## config.mk

```make
export PLATFORM = sky130hd
export DESIGN_NAME = prime_count_trial_division
export DESIGN_NICKNAME = d
export VERILOG_FILES = /design/src/rtl/core/pctd_pkg.sv /design/src/rtl/core/prime_count_trial_division.sv /design/src/rtl/core/pctd_mod.sv /design/src/rtl/core/pctd_ctrl.sv
export SDC_FILE = /design/constraint.sdc
export NUM_CORES = 1
export LEC_CHECK = 0
export ABC_CLOCK_PERIOD_IN_PS = 6800
export BUFFER_PORTS_ARGS = -buffer_cell sky130_fd_sc_hd__buf_2
export CAP_MARGIN = 20
export CORE_UTILIZATION = 50
export CTS_BUF_LIST = sky130_fd_sc_hd__clkbuf_4
export DETAILED_ROUTE_END_ITERATION = 8
export HOLD_SLACK_MARGIN = 0.1
export PLACE_DENSITY = 0.75
export SYNTH_ARGS = -nofsm -noshare
export SYNTH_HDL_FRONTEND = slang
export SYNTH_SLANG_ARGS = --single-unit
```

## constraint.sdc

```tcl
create_clock -name aclk -period 6.8 [get_ports aclk]
set_input_delay 1.02 -clock aclk [delete_from_list [all_inputs] [get_ports aclk]]
set_output_delay 1.02 -clock aclk [all_outputs]
set_load 0.05 [all_outputs]
```

## src/rtl/core/pctd_pkg.sv

```systemverilog
// Package for the trial-division prime counter: request and result types,
// the internal modulo-unit handshake structs and fixed widths. No dependencies.
package pctd_pkg;

    localparam int VAL_W = 31;
    localparam int DIV_W = 16;
    localparam int SQ_W  = 32;
    localparam int CNT_W = 11;
    localparam int STEP_W = 5;

    localparam logic [CNT_W-1:0] CNT_MAX = 11'd2047;
    localparam logic [DIV_W-1:0] FIRST_DIV = 16'd3;
    localparam logic [SQ_W-1:0]  FIRST_SQ  = 32'd9;

    typedef struct packed {
        logic signed [31:0] value;
        logic               last;
    } in_t;

    typedef struct packed {
        logic                is_prime;
        logic [CNT_W-1:0]    prime_count;
        logic                end_of_array;
    } out_t;

    typedef struct packed {
        logic             start;
        logic [VAL_W-1:0] dividend;
        logic [DIV_W-1:0] divisor;
    } mod_req_t;

    typedef struct packed {
        logic done;
        logic zero;
    } mod_rsp_t;

    typedef struct packed {
        logic valid;
        logic is_prime;
        logic last;
    } res_t;

endpackage

```

## src/rtl/core/prime_count_trial_division.sv

```systemverilog
// Flow: negative values, values below 4 and even values go from ST_IDLE straight to ST_OUT
// and enter the output register once it is free; odd values try odd divisors d = 3, 5, ...
// in the 31-step modulo unit (worst case 2^31 - 1 with 23169 divisors).
// Throughput: one request at a time; the next is taken only once the previous result has
// entered the output register. Reset (aresetn low, synchronous) clears the count and valids.
//
// Top level of the trial-division prime counter. Depends on pctd_pkg, pctd_ctrl
// and pctd_mod.
module prime_count_trial_division #(
    parameter int MAX_ITEMS = 1024
) (
    input  logic           aclk,
    input  logic           aresetn,
    input  logic           s_valid,
    output logic           s_ready,
    input  pctd_pkg::in_t  s_data,
    output logic           m_valid,
    input  logic           m_ready,
    output pctd_pkg::out_t m_data
);
    import pctd_pkg::*;

    // The running count saturates at the array length in use, or at the
    // largest value the count field can hold if that is smaller.
    localparam logic [CNT_W-1:0] CountCap =
        (MAX_ITEMS < 2047) ? CNT_W'(MAX_ITEMS) : CNT_MAX;

    res_t     res;
    mod_req_t mod_req;
    mod_rsp_t mod_rsp;

    logic             out_free;
    logic             load;
    logic             m_valid_reg, m_valid_next;
    out_t             m_data_reg, m_data_next;
    logic [CNT_W-1:0] count_reg, count_next;
    logic [CNT_W-1:0] count_inc;

    // The sequencer screens the request and steps through odd divisors,
    // handing each trial division to the modulo unit.
    pctd_ctrl u_ctrl (
        .aclk     (aclk),
        .aresetn  (aresetn),
        .s_valid  (s_valid),
        .s_ready  (s_ready),
        .s_data   (s_data),
        .out_free (out_free),
        .res      (res),
        .mod_req  (mod_req),
        .mod_rsp  (mod_rsp)
    );

    pctd_mod u_mod (
        .aclk    (aclk),
        .aresetn (aresetn),
        .req     (mod_req),
        .rsp     (mod_rsp)
    );

    // The output register is free when empty or being drained this cycle.
    assign out_free = !m_valid_reg || m_ready;
    assign load     = res.valid && out_free;

    always_comb begin
        if (res.is_prime && (count_reg < CountCap)) begin
            count_inc = count_reg + CNT_W'(1);
        end else begin
            count_inc = count_reg;
        end
    end

    always_comb begin
        m_valid_next = m_valid_reg;
        m_data_next  = m_data_reg;
        count_next   = count_reg;
        if (m_valid_reg && m_ready) begin
            m_valid_next = 1'b0;
        end
        if (load) begin
            m_valid_next             = 1'b1;
            m_data_next.is_prime     = res.is_prime;
            m_data_next.prime_count  = count_inc;
            m_data_next.end_of_array = res.last;
            // A new array starts counting from zero after its last element.
            count_next = res.last ? '0 : count_inc;
        end
    end

    always_ff @(posedge aclk) begin
        if (!aresetn) begin
            m_valid_reg <= 1'b0;
            count_reg   <= '0;
        end else begin
            m_valid_reg <= m_valid_next;
            count_reg   <= count_next;
        end
        m_data_reg <= m_data_next;
    end

    assign m_valid = m_valid_reg;
    assign m_data  = m_data_reg;

    a_count_cap: assert property (@(posedge aclk) disable iff (!aresetn)
        count_reg <= CountCap) else $error("count above cap");
    a_no_overwrite: assert property (@(posedge aclk) disable iff (!aresetn)
        (m_valid_reg && !m_ready) |=> (m_valid_reg && $stable(m_data_reg)))
        else $error("pending result overwritten");
    a_busy_not_ready: assert property (@(posedge aclk) disable iff (!aresetn)
        res.valid |-> !s_ready) else $error("ready while result pending");

endmodule

```

## src/rtl/core/pctd_mod.sv

```systemverilog
// Iterative remainder unit: restoring shift-subtract, one dividend bit per cycle.
// Depends on pctd_pkg.
module pctd_mod (
    input  logic              aclk,
    input  logic              aresetn,
    input  pctd_pkg::mod_req_t req,
    output pctd_pkg::mod_rsp_t rsp
);
    import pctd_pkg::*;

    logic [DIV_W-1:0]  rem_reg, rem_next;
    logic [VAL_W-1:0]  dvd_reg, dvd_next;
    logic [DIV_W-1:0]  div_reg, div_next;
    logic [STEP_W-1:0] cnt_reg, cnt_next;
    logic              busy_reg, busy_next;
    logic              done_reg, done_next;
    logic [DIV_W:0]    trial;
    logic [DIV_W:0]    diff;

    assign trial = {rem_reg, dvd_reg[VAL_W-1]};
    assign diff  = trial - {1'b0, div_reg};

    always_comb begin
        rem_next  = rem_reg;
        dvd_next  = dvd_reg;
        div_next  = div_reg;
        cnt_next  = cnt_reg;
        busy_next = busy_reg;
        done_next = 1'b0;
        if (busy_reg) begin
            // The remainder stays below the divisor, so the low bits hold it.
            if (trial >= {1'b0, div_reg}) begin
                rem_next = diff[DIV_W-1:0];
            end else begin
                rem_next = trial[DIV_W-1:0];
            end
            dvd_next = {dvd_reg[VAL_W-2:0], 1'b0};
            cnt_next = cnt_reg - STEP_W'(1);
            if (cnt_reg == STEP_W'(1)) begin
                busy_next = 1'b0;
                done_next = 1'b1;
            end
        end else if (req.start) begin
            rem_next  = '0;
            dvd_next  = req.dividend;
            div_next  = req.divisor;
            cnt_next  = STEP_W'(VAL_W);
            busy_next = 1'b1;
        end
    end

    always_ff @(posedge aclk) begin
        if (!aresetn) begin
            busy_reg <= 1'b0;
            done_reg <= 1'b0;
            cnt_reg  <= '0;
        end else begin
            busy_reg <= busy_next;
            done_reg <= done_next;
            cnt_reg  <= cnt_next;
        end
        rem_reg <= rem_next;
        dvd_reg <= dvd_next;
        div_reg <= div_next;
    end

    assign rsp.done = done_reg;
    assign rsp.zero = (rem_reg == '0);

    a_no_start_busy: assert property (@(posedge aclk) disable iff (!aresetn)
        req.start |-> !busy_reg) else $error("modulo start while busy");
    a_done_after_busy: assert property (@(posedge aclk) disable iff (!aresetn)
        done_reg |-> ($past(busy_reg) && !busy_reg)) else $error("done without work");
    a_div_held: assert property (@(posedge aclk) disable iff (!aresetn)
        (busy_reg && $past(busy_reg)) |-> $stable(div_reg)) else $error("divisor changed");

endmodule

```

## src/rtl/core/pctd_ctrl.sv

```systemverilog
// Sequencer for the primality test: screens trivial values, steps odd divisors
// and tracks the divisor square incrementally. Depends on pctd_pkg.
module pctd_ctrl (
    input  logic               aclk,
    input  logic               aresetn,
    input  logic               s_valid,
    output logic               s_ready,
    input  pctd_pkg::in_t      s_data,
    input  logic               out_free,
    output pctd_pkg::res_t     res,
    output pctd_pkg::mod_req_t mod_req,
    input  pctd_pkg::mod_rsp_t mod_rsp
);
    import pctd_pkg::*;

    typedef enum logic [1:0] {ST_IDLE, ST_CHECK, ST_DIV, ST_OUT} state_t;

    state_t           state_reg, state_next;
    logic [VAL_W-1:0] val_reg, val_next;
    logic             last_reg, last_next;
    logic             prime_reg, prime_next;
    logic [DIV_W-1:0] d_reg, d_next;
    logic [SQ_W-1:0]  sq_reg, sq_next;
    logic             start_reg, start_next;
    logic [VAL_W-1:0] in_mag;

    assign in_mag = s_data.value[VAL_W-1:0];

    always_comb begin
        state_next = state_reg;
        val_next   = val_reg;
        last_next  = last_reg;
        prime_next = prime_reg;
        d_next     = d_reg;
        sq_next    = sq_reg;
        start_next = 1'b0;
        unique case (state_reg)
            ST_IDLE: begin
                if (s_valid) begin
                    val_next  = in_mag;
                    last_next = s_data.last;
                    d_next    = FIRST_DIV;
                    sq_next   = FIRST_SQ;
                    if (s_data.value[31] || (in_mag[VAL_W-1:1] == '0)) begin
                        prime_next = 1'b0;
                        state_next = ST_OUT;
                    end else if (in_mag[VAL_W-1:2] == '0) begin
                        prime_next = 1'b1;
                        state_next = ST_OUT;
                    end else if (!in_mag[0]) begin
                        prime_next = 1'b0;
                        state_next = ST_OUT;
                    end else begin
                        state_next = ST_CHECK;
                    end
                end
            end
            ST_CHECK: begin
                if (sq_reg > {1'b0, val_reg}) begin
                    prime_next = 1'b1;
                    state_next = ST_OUT;
                end else begin
                    start_next = 1'b1;
                    state_next = ST_DIV;
                end
            end
            ST_DIV: begin
                if (mod_rsp.done) begin
                    if (mod_rsp.zero) begin
                        prime_next = 1'b0;
                        state_next = ST_OUT;
                    end else begin
                        // (d + 2)^2 = d^2 + 4d + 4
                        d_next     = d_reg + DIV_W'(2);
                        sq_next    = sq_reg + {{(SQ_W-DIV_W-2){1'b0}}, d_reg, 2'b00}
                                     + SQ_W'(4);
                        state_next = ST_CHECK;
                    end
                end
            end
            ST_OUT: begin
                if (out_free) begin
                    state_next = ST_IDLE;
                end
            end
            default: begin
                state_next = ST_IDLE;
            end
        endcase
    end

    always_ff @(posedge aclk) begin
        if (!aresetn) begin
            state_reg <= ST_IDLE;
            start_reg <= 1'b0;
        end else begin
            state_reg <= state_next;
            start_reg <= start_next;
        end
        val_reg   <= val_next;
        last_reg  <= last_next;
        prime_reg <= prime_next;
        d_reg     <= d_next;
        sq_reg    <= sq_next;
    end

    assign s_ready          = (state_reg == ST_IDLE);
    assign res.valid        = (state_reg == ST_OUT);
    assign res.is_prime     = prime_reg;
    assign res.last         = last_reg;
    assign mod_req.start    = start_reg;
    assign mod_req.dividend = val_reg;
    assign mod_req.divisor  = d_reg;

    a_odd_div: assert property (@(posedge aclk) disable iff (!aresetn)
        (state_reg == ST_CHECK) |-> d_reg[0]) else $error("even divisor");
    a_square: assert property (@(posedge aclk) disable iff (!aresetn)
        (state_reg == ST_CHECK) |->
        (sq_reg == ({{(SQ_W-DIV_W){1'b0}}, d_reg} * {{(SQ_W-DIV_W){1'b0}}, d_reg})))
        else $error("divisor square out of step");
    a_start_once: assert property (@(posedge aclk) disable iff (!aresetn)
        start_reg |-> (state_reg == ST_DIV)) else $error("stray modulo start");

endmodule

```

# Word level (Yosys, flattened, before mapping)
# Index checks and enable logic that the tools add are counted.
# word_totals
out_inout_bits,15
regBits,179
inputBits,37
wordCells,102
# classes
bitwise_logic,1
reduce_logical,21
magnitude_cmp,3
n_addsub,6
eq_ne,11
mux,41
# op_table
cell,n
16-bit 2-to-1 mux,6
32-bit 2-to-1 mux,3
32-bit one-hot mux with 2 select lines,1
31-bit 2-to-1 mux,2
32-bit by 18-bit adder with 32-bit output,1
"32-bit by 3-bit adder with 32-bit output, second input constant",1
32-bit by 31-bit greater-than comparator with 1-bit output,1
16-bit one-hot mux with 2 select lines,1
30-bit zero test,1
29-bit zero test,1
11-bit 2-to-1 mux,2
17-bit by 16-bit >= comparator with 1-bit output,1
"16-bit by 2-bit adder with 16-bit output, second input constant",1
16-bit zero test,1
16-bit subtractor,1
1-bit 2-to-1 mux,15
2-bit 2-to-1 mux,7
"11-bit by 1-bit adder with 11-bit output, second input constant",1
"11-bit < comparator, second input constant",1
5-bit 2-to-1 mux,2
2-bit one-hot mux with 4 select lines,1
2-bit AND reduction,4
"2-bit by 1-bit inequality test with 1-bit output, second input constant",3
"2-bit inequality test, second input constant",3
16 further kinds,22

# Longest topological paths before layout
# logic_depth
depth_word,5
mapped_depth,10
mapped_depth_nobuf,9

# Cells and area by module
# A second synthesis with hierarchy kept.
# unflattened
cells_unflattened,904
hier_area_um2,10049.6
# by_module_without_submodules
mod,area_per_inst_um2,cells_per_inst,instances
pctd_ctrl,5233.8,488,1
pctd_mod,3698.5,313,1
prime_count_trial_division,1117.3,103,1

# Worst setup path before layout
# OpenSTA, ideal clock, no wires.
# synth_path
path_type,register -> register
from,register u_ctrl.state_reg[0]
to,"register u_ctrl.d_reg[10], enable pin"
setup_slack_ps,1872
period_less_slack_ps,4928
path_buffers,0
stages_incl_launch_ff,6
t_required_ps,6288
t_arrival_ps,4416
cell_sequence,dfxtp_1 -> inv_1 -> ha_1 -> inv_1 -> o22ai_1 -> a211oi_1
# synth_between
elab_chain_len,3
# synth_rtl
item,line,text
start: declaration,pctd_ctrl.sv:18,"state_t state_reg, state_next;"
start signal: assignment,pctd_ctrl.sv:97,state_reg <= state_next;
2-bit zero test *,n/a,
net s_ready,prime_count_trial_division.sv:15,"output logic s_ready,"
2-bit inequality test (no source line) or 2-bit nonzero test (tied branches),n/a,
4-bit AND reduction (no source line) *,n/a,
end signal: assignment,pctd_ctrl.sv:103,d_reg <= d_next;
end: declaration,pctd_ctrl.sv:22,"logic [DIV_W-1:0] d_reg, d_next;"
# Mark *: on every way through the listed nets, which the timed path passes. The rest lies on a longest branch.
# A chain may end at the register's enable or synchronous reset.

# Final worst setup path
# layout_path
from,register u_ctrl.state_reg[0]
to,"register u_ctrl.d_reg[3], enable pin"
# layout_between
elab_chain_len,3
# layout_rtl
item,line,text
2-bit == test or 2-bit zero test (tied branches),pctd_ctrl.sv:37,unique case (state_reg)
"2-bit inequality test (no source line), or another cell as far along",n/a,
4-bit AND reduction (no source line) *,n/a,
# Every way passes the cells marked *; elsewhere a longest branch is shown, timed or not.

==> results.md <==
* Status: finished, final reports clean
* Drt drc at 0
* Total leakage power at 4.13 nW
* DR vias/cell at 5.86
* Pwr dens at 431 nW/um^2
* Hold Crit Class: flip-flop to flip-flop
* Total Wirelength at 22200 um
* WHS at 531 ps
* Synth top cells by count: edfxtp_1, nand2_1, ha_1, inv_1, a21oi_1
* Hold Violations, Final at 0
* Hpwl dp at 16100 um
* Max_slew headroom at 39.4%
* Fin nets at 1104
* TritonCTS Buffers at 17
* Synth area leaders: edfxtp_1, ha_1, dfxtp_1
* Standard-cell rows at 51
* Top-count cell post-synth: edfxtp_1
* Number of synthesized register bits at 174
* Worst-skew pair later-pin latency at 580 ps
* Worst hold start: count_reg[9]$_SDFFE_PN0P_
* Core Footprint at 19500 um^2
* Remaining global-route overflow at 0
* Largest net degree at the start of global routing at 73
* Initial core utilization at 51.0%
* Syn_area_per_cell at 10.6 um^2
* WP data arrival at 3450 ps
* Multi-input logic area at 4560 um^2
* Post-synthesis sequential area ratio at 50.3%
* Layout cells sized above 1 at 11.2%
* Chip width at 143 um
* WHS Endpoint: count_reg[9]$_SDFFE_PN0P_
* Netlist Area Pre-Place at 9930 um^2
* Max-cap violation count at 0
* Post-cts sizing count at 0
* Die height at 143 um
* DRT Pass-1 Iters at 5
* Asr flop ratio synth at 0%
* Worst-path maximum fanout at 44
* Dominant synthesized flop cell: edfxtp_1
* Register-to-Register Setup Slack at 3580 ps
* Vias in the first global route at 7026
* Total track usage at 23.0%
* Worst Skew at 24.6 ps
* H-tree levels at 4
* IO Count at 52
* Post-synthesis net count at 1058
* Crit path kind: flip-flop to flip-flop
* Required @ worst endpoint at 7020 ps
* Setup violators final at 0
* Clock period minus worst slack at 3220 ps
* Port bufs at 51
* Placed Area at 10400 um^2
* Count of filler cells inserted in the layout at 1692
* Number of synthesized flops with an enable pin at 151
* Syn Inst Count at 937
* RR Startpoint: u_ctrl.state_reg[0]$_SDFFE_PN0P_
* Synth top area share at 45.7%
* Crit share post-route at 47.4%
* Post-CTS Hold Fix Bufs at 0
* Area delta synth->final at 8.59%
* Drt wl/cell at 17.6 um
* Max Fclk at 310 MHz
* Setup Fix Bufs, Post-CTS at 0
* Startpoint Class: flip-flop
* Number of routed nets with antenna violations at 0
* Initial antenna violation count at 1
* Vias at 7392
* Maximum vdd drop at 0.232 mV
* CTS tree: done
* Reg area at 5000 um^2
* Max-slew violations at 0
* Unrepaired setup endpoints after global routing: no
* Sum Neg Setup Slack at 0 ps
* Clock slew at reported path FFs at 150 ps
* Reg2reg end: u_ctrl.d_reg[3]$_SDFFCE_PN0P_
* R2R cell count at 5
* Library cells used by synthesis at 75
* Crit. End Element: flip-flop
* Routability cong. at 0.886
* Die area at 20400 um^2
* Final instance area at 10800 um^2
* YS warnings at 0
* Initial drt markers at 461
* Longest Clk Path Bufs at 2
* Hold Path Depth at 2
* Cell chosen for the clock root: clkbuf_4
* First-pass GRT wire length at 36000 um
* Measured slew at the worst slew-check pin at 905 ps
* Synth area leader: edfxtp_1
* CTS sink cnt at 174
metrics by stage:
| step | cells | power [W] | worst slack (ps) | utilization (%) |
|---|---|---|---|---|
| global placement | 1229 | 0.00387 | 3720 | 53.6 |
| global route | 1262 | 0.00500 | 3320 | 55.4 |
| floorplan | 937 | 0.00344 | 1870 | - |
| finish | 1262 | 0.00464 | 3580 | 55.4 |
| CTS | 1261 | 0.00464 | 3570 | 55.4 |
| detailed placement | 1229 | 0.00394 | 3600 | 53.6 |
kinds of logic after synthesis:
family / share of synthesized area [%]
and+or+nand+nor: 15.6
AOI/OAI and AO/OA: 14.7
DFF: 50.3
buffers and inverters: 3.91
adders and majority gates: 10.7
xor gates and xnor gates: 3.88
muxes: 0.920
worst max-delay path by stage:
stage	start	slack (ps)	end	cells after the start
final	u_ctrl.state_reg[0]$_SDFFE_PN0P_	3580	u_ctrl.d_reg[3]$_SDFFCE_PN0P_	5
after detailed placement	u_ctrl.state_reg[0]$_SDFFE_PN0P_	3600	u_ctrl.sq_reg[21]$_SDFFCE_PN0P_	5
after CTS	u_ctrl.state_reg[0]$_SDFFE_PN0P_	3570	u_ctrl.d_reg[3]$_SDFFCE_PN0P_	5
after global routing	u_ctrl.state_reg[0]$_SDFFE_PN0P_	3320	u_ctrl.sq_reg[16]$_SDFFCE_PN0P_	5
after global placement	u_ctrl.state_reg[0]$_SDFFE_PN0P_	3720	u_ctrl.sq_reg[22]$_SDFFCE_PN0P_	5
after floorplan	u_ctrl.state_reg[0]$_SDFFE_PN0P_	1870	u_ctrl.d_reg[10]$_SDFFCE_PN0P_	5
report_power, final:
part | internal (W) | switching, W
Combinational | 0.000765 | 0.00132
Sequential | 0.00160 | 0.000263
Clock | 0.000306 | 0.000391
Total | 0.00267 | 0.00198
metal layers:
| metal | global-route usage (%) | part of all wire [%] | routed length, um |
|---|---|---|---|
| met5 | 0 | 0 | 0 |
| met3 | 4.06 | 6.2 | 1380 |
| met4 | 7.02 | 1.4 | 321 |
| met2 | 36.2 | 46 | 10200 |
| met1 | 32.2 | 46 | 10300 |
layout by cell type (no fill, tap or decap), types with 10 or more instances in the layout:
master    netlist  routed
or3_1          10      10
nand2_1        95      95
nand3_1        33      33
dfxtp_1        23      22
nor3_1         14      14
xor2_1         21      21
a22o_1         11      11
a21oi_1        58      58
nor2_1         57      57
nor2b_1        14      13
clkbuf_4        0      18
o211ai_1       12      12
xnor2_1        23      23
o21ai_1        15      15
o21ai_0        48      48
nor4_1         10      10
edfxtp_1      151     151
buf_2           4      51
ha_1           82      82
nand4_1        23      23
inv_1          62      62
area by class of cell:
cell class / count / area share, %
tap: 265 / 3.08
clock buffer: 18 / 1.25
clock inverter: 14 / 1.89
inverter: 65 / 2.26
antenna: 1 / 0.0232
multi-input combinational: 667 / 42.3
timing repair buffer: 58 / 2.85
sequential: 174 / 46.3
worst max-delay path: stages, from the launching register on:
cell      delay (ps)
dfxtp_1          380
inv_1            120
ha_1             680
clkinv_1         720
a211oi_4         400
buf_4            540
(Power assumes the default switching activity.)
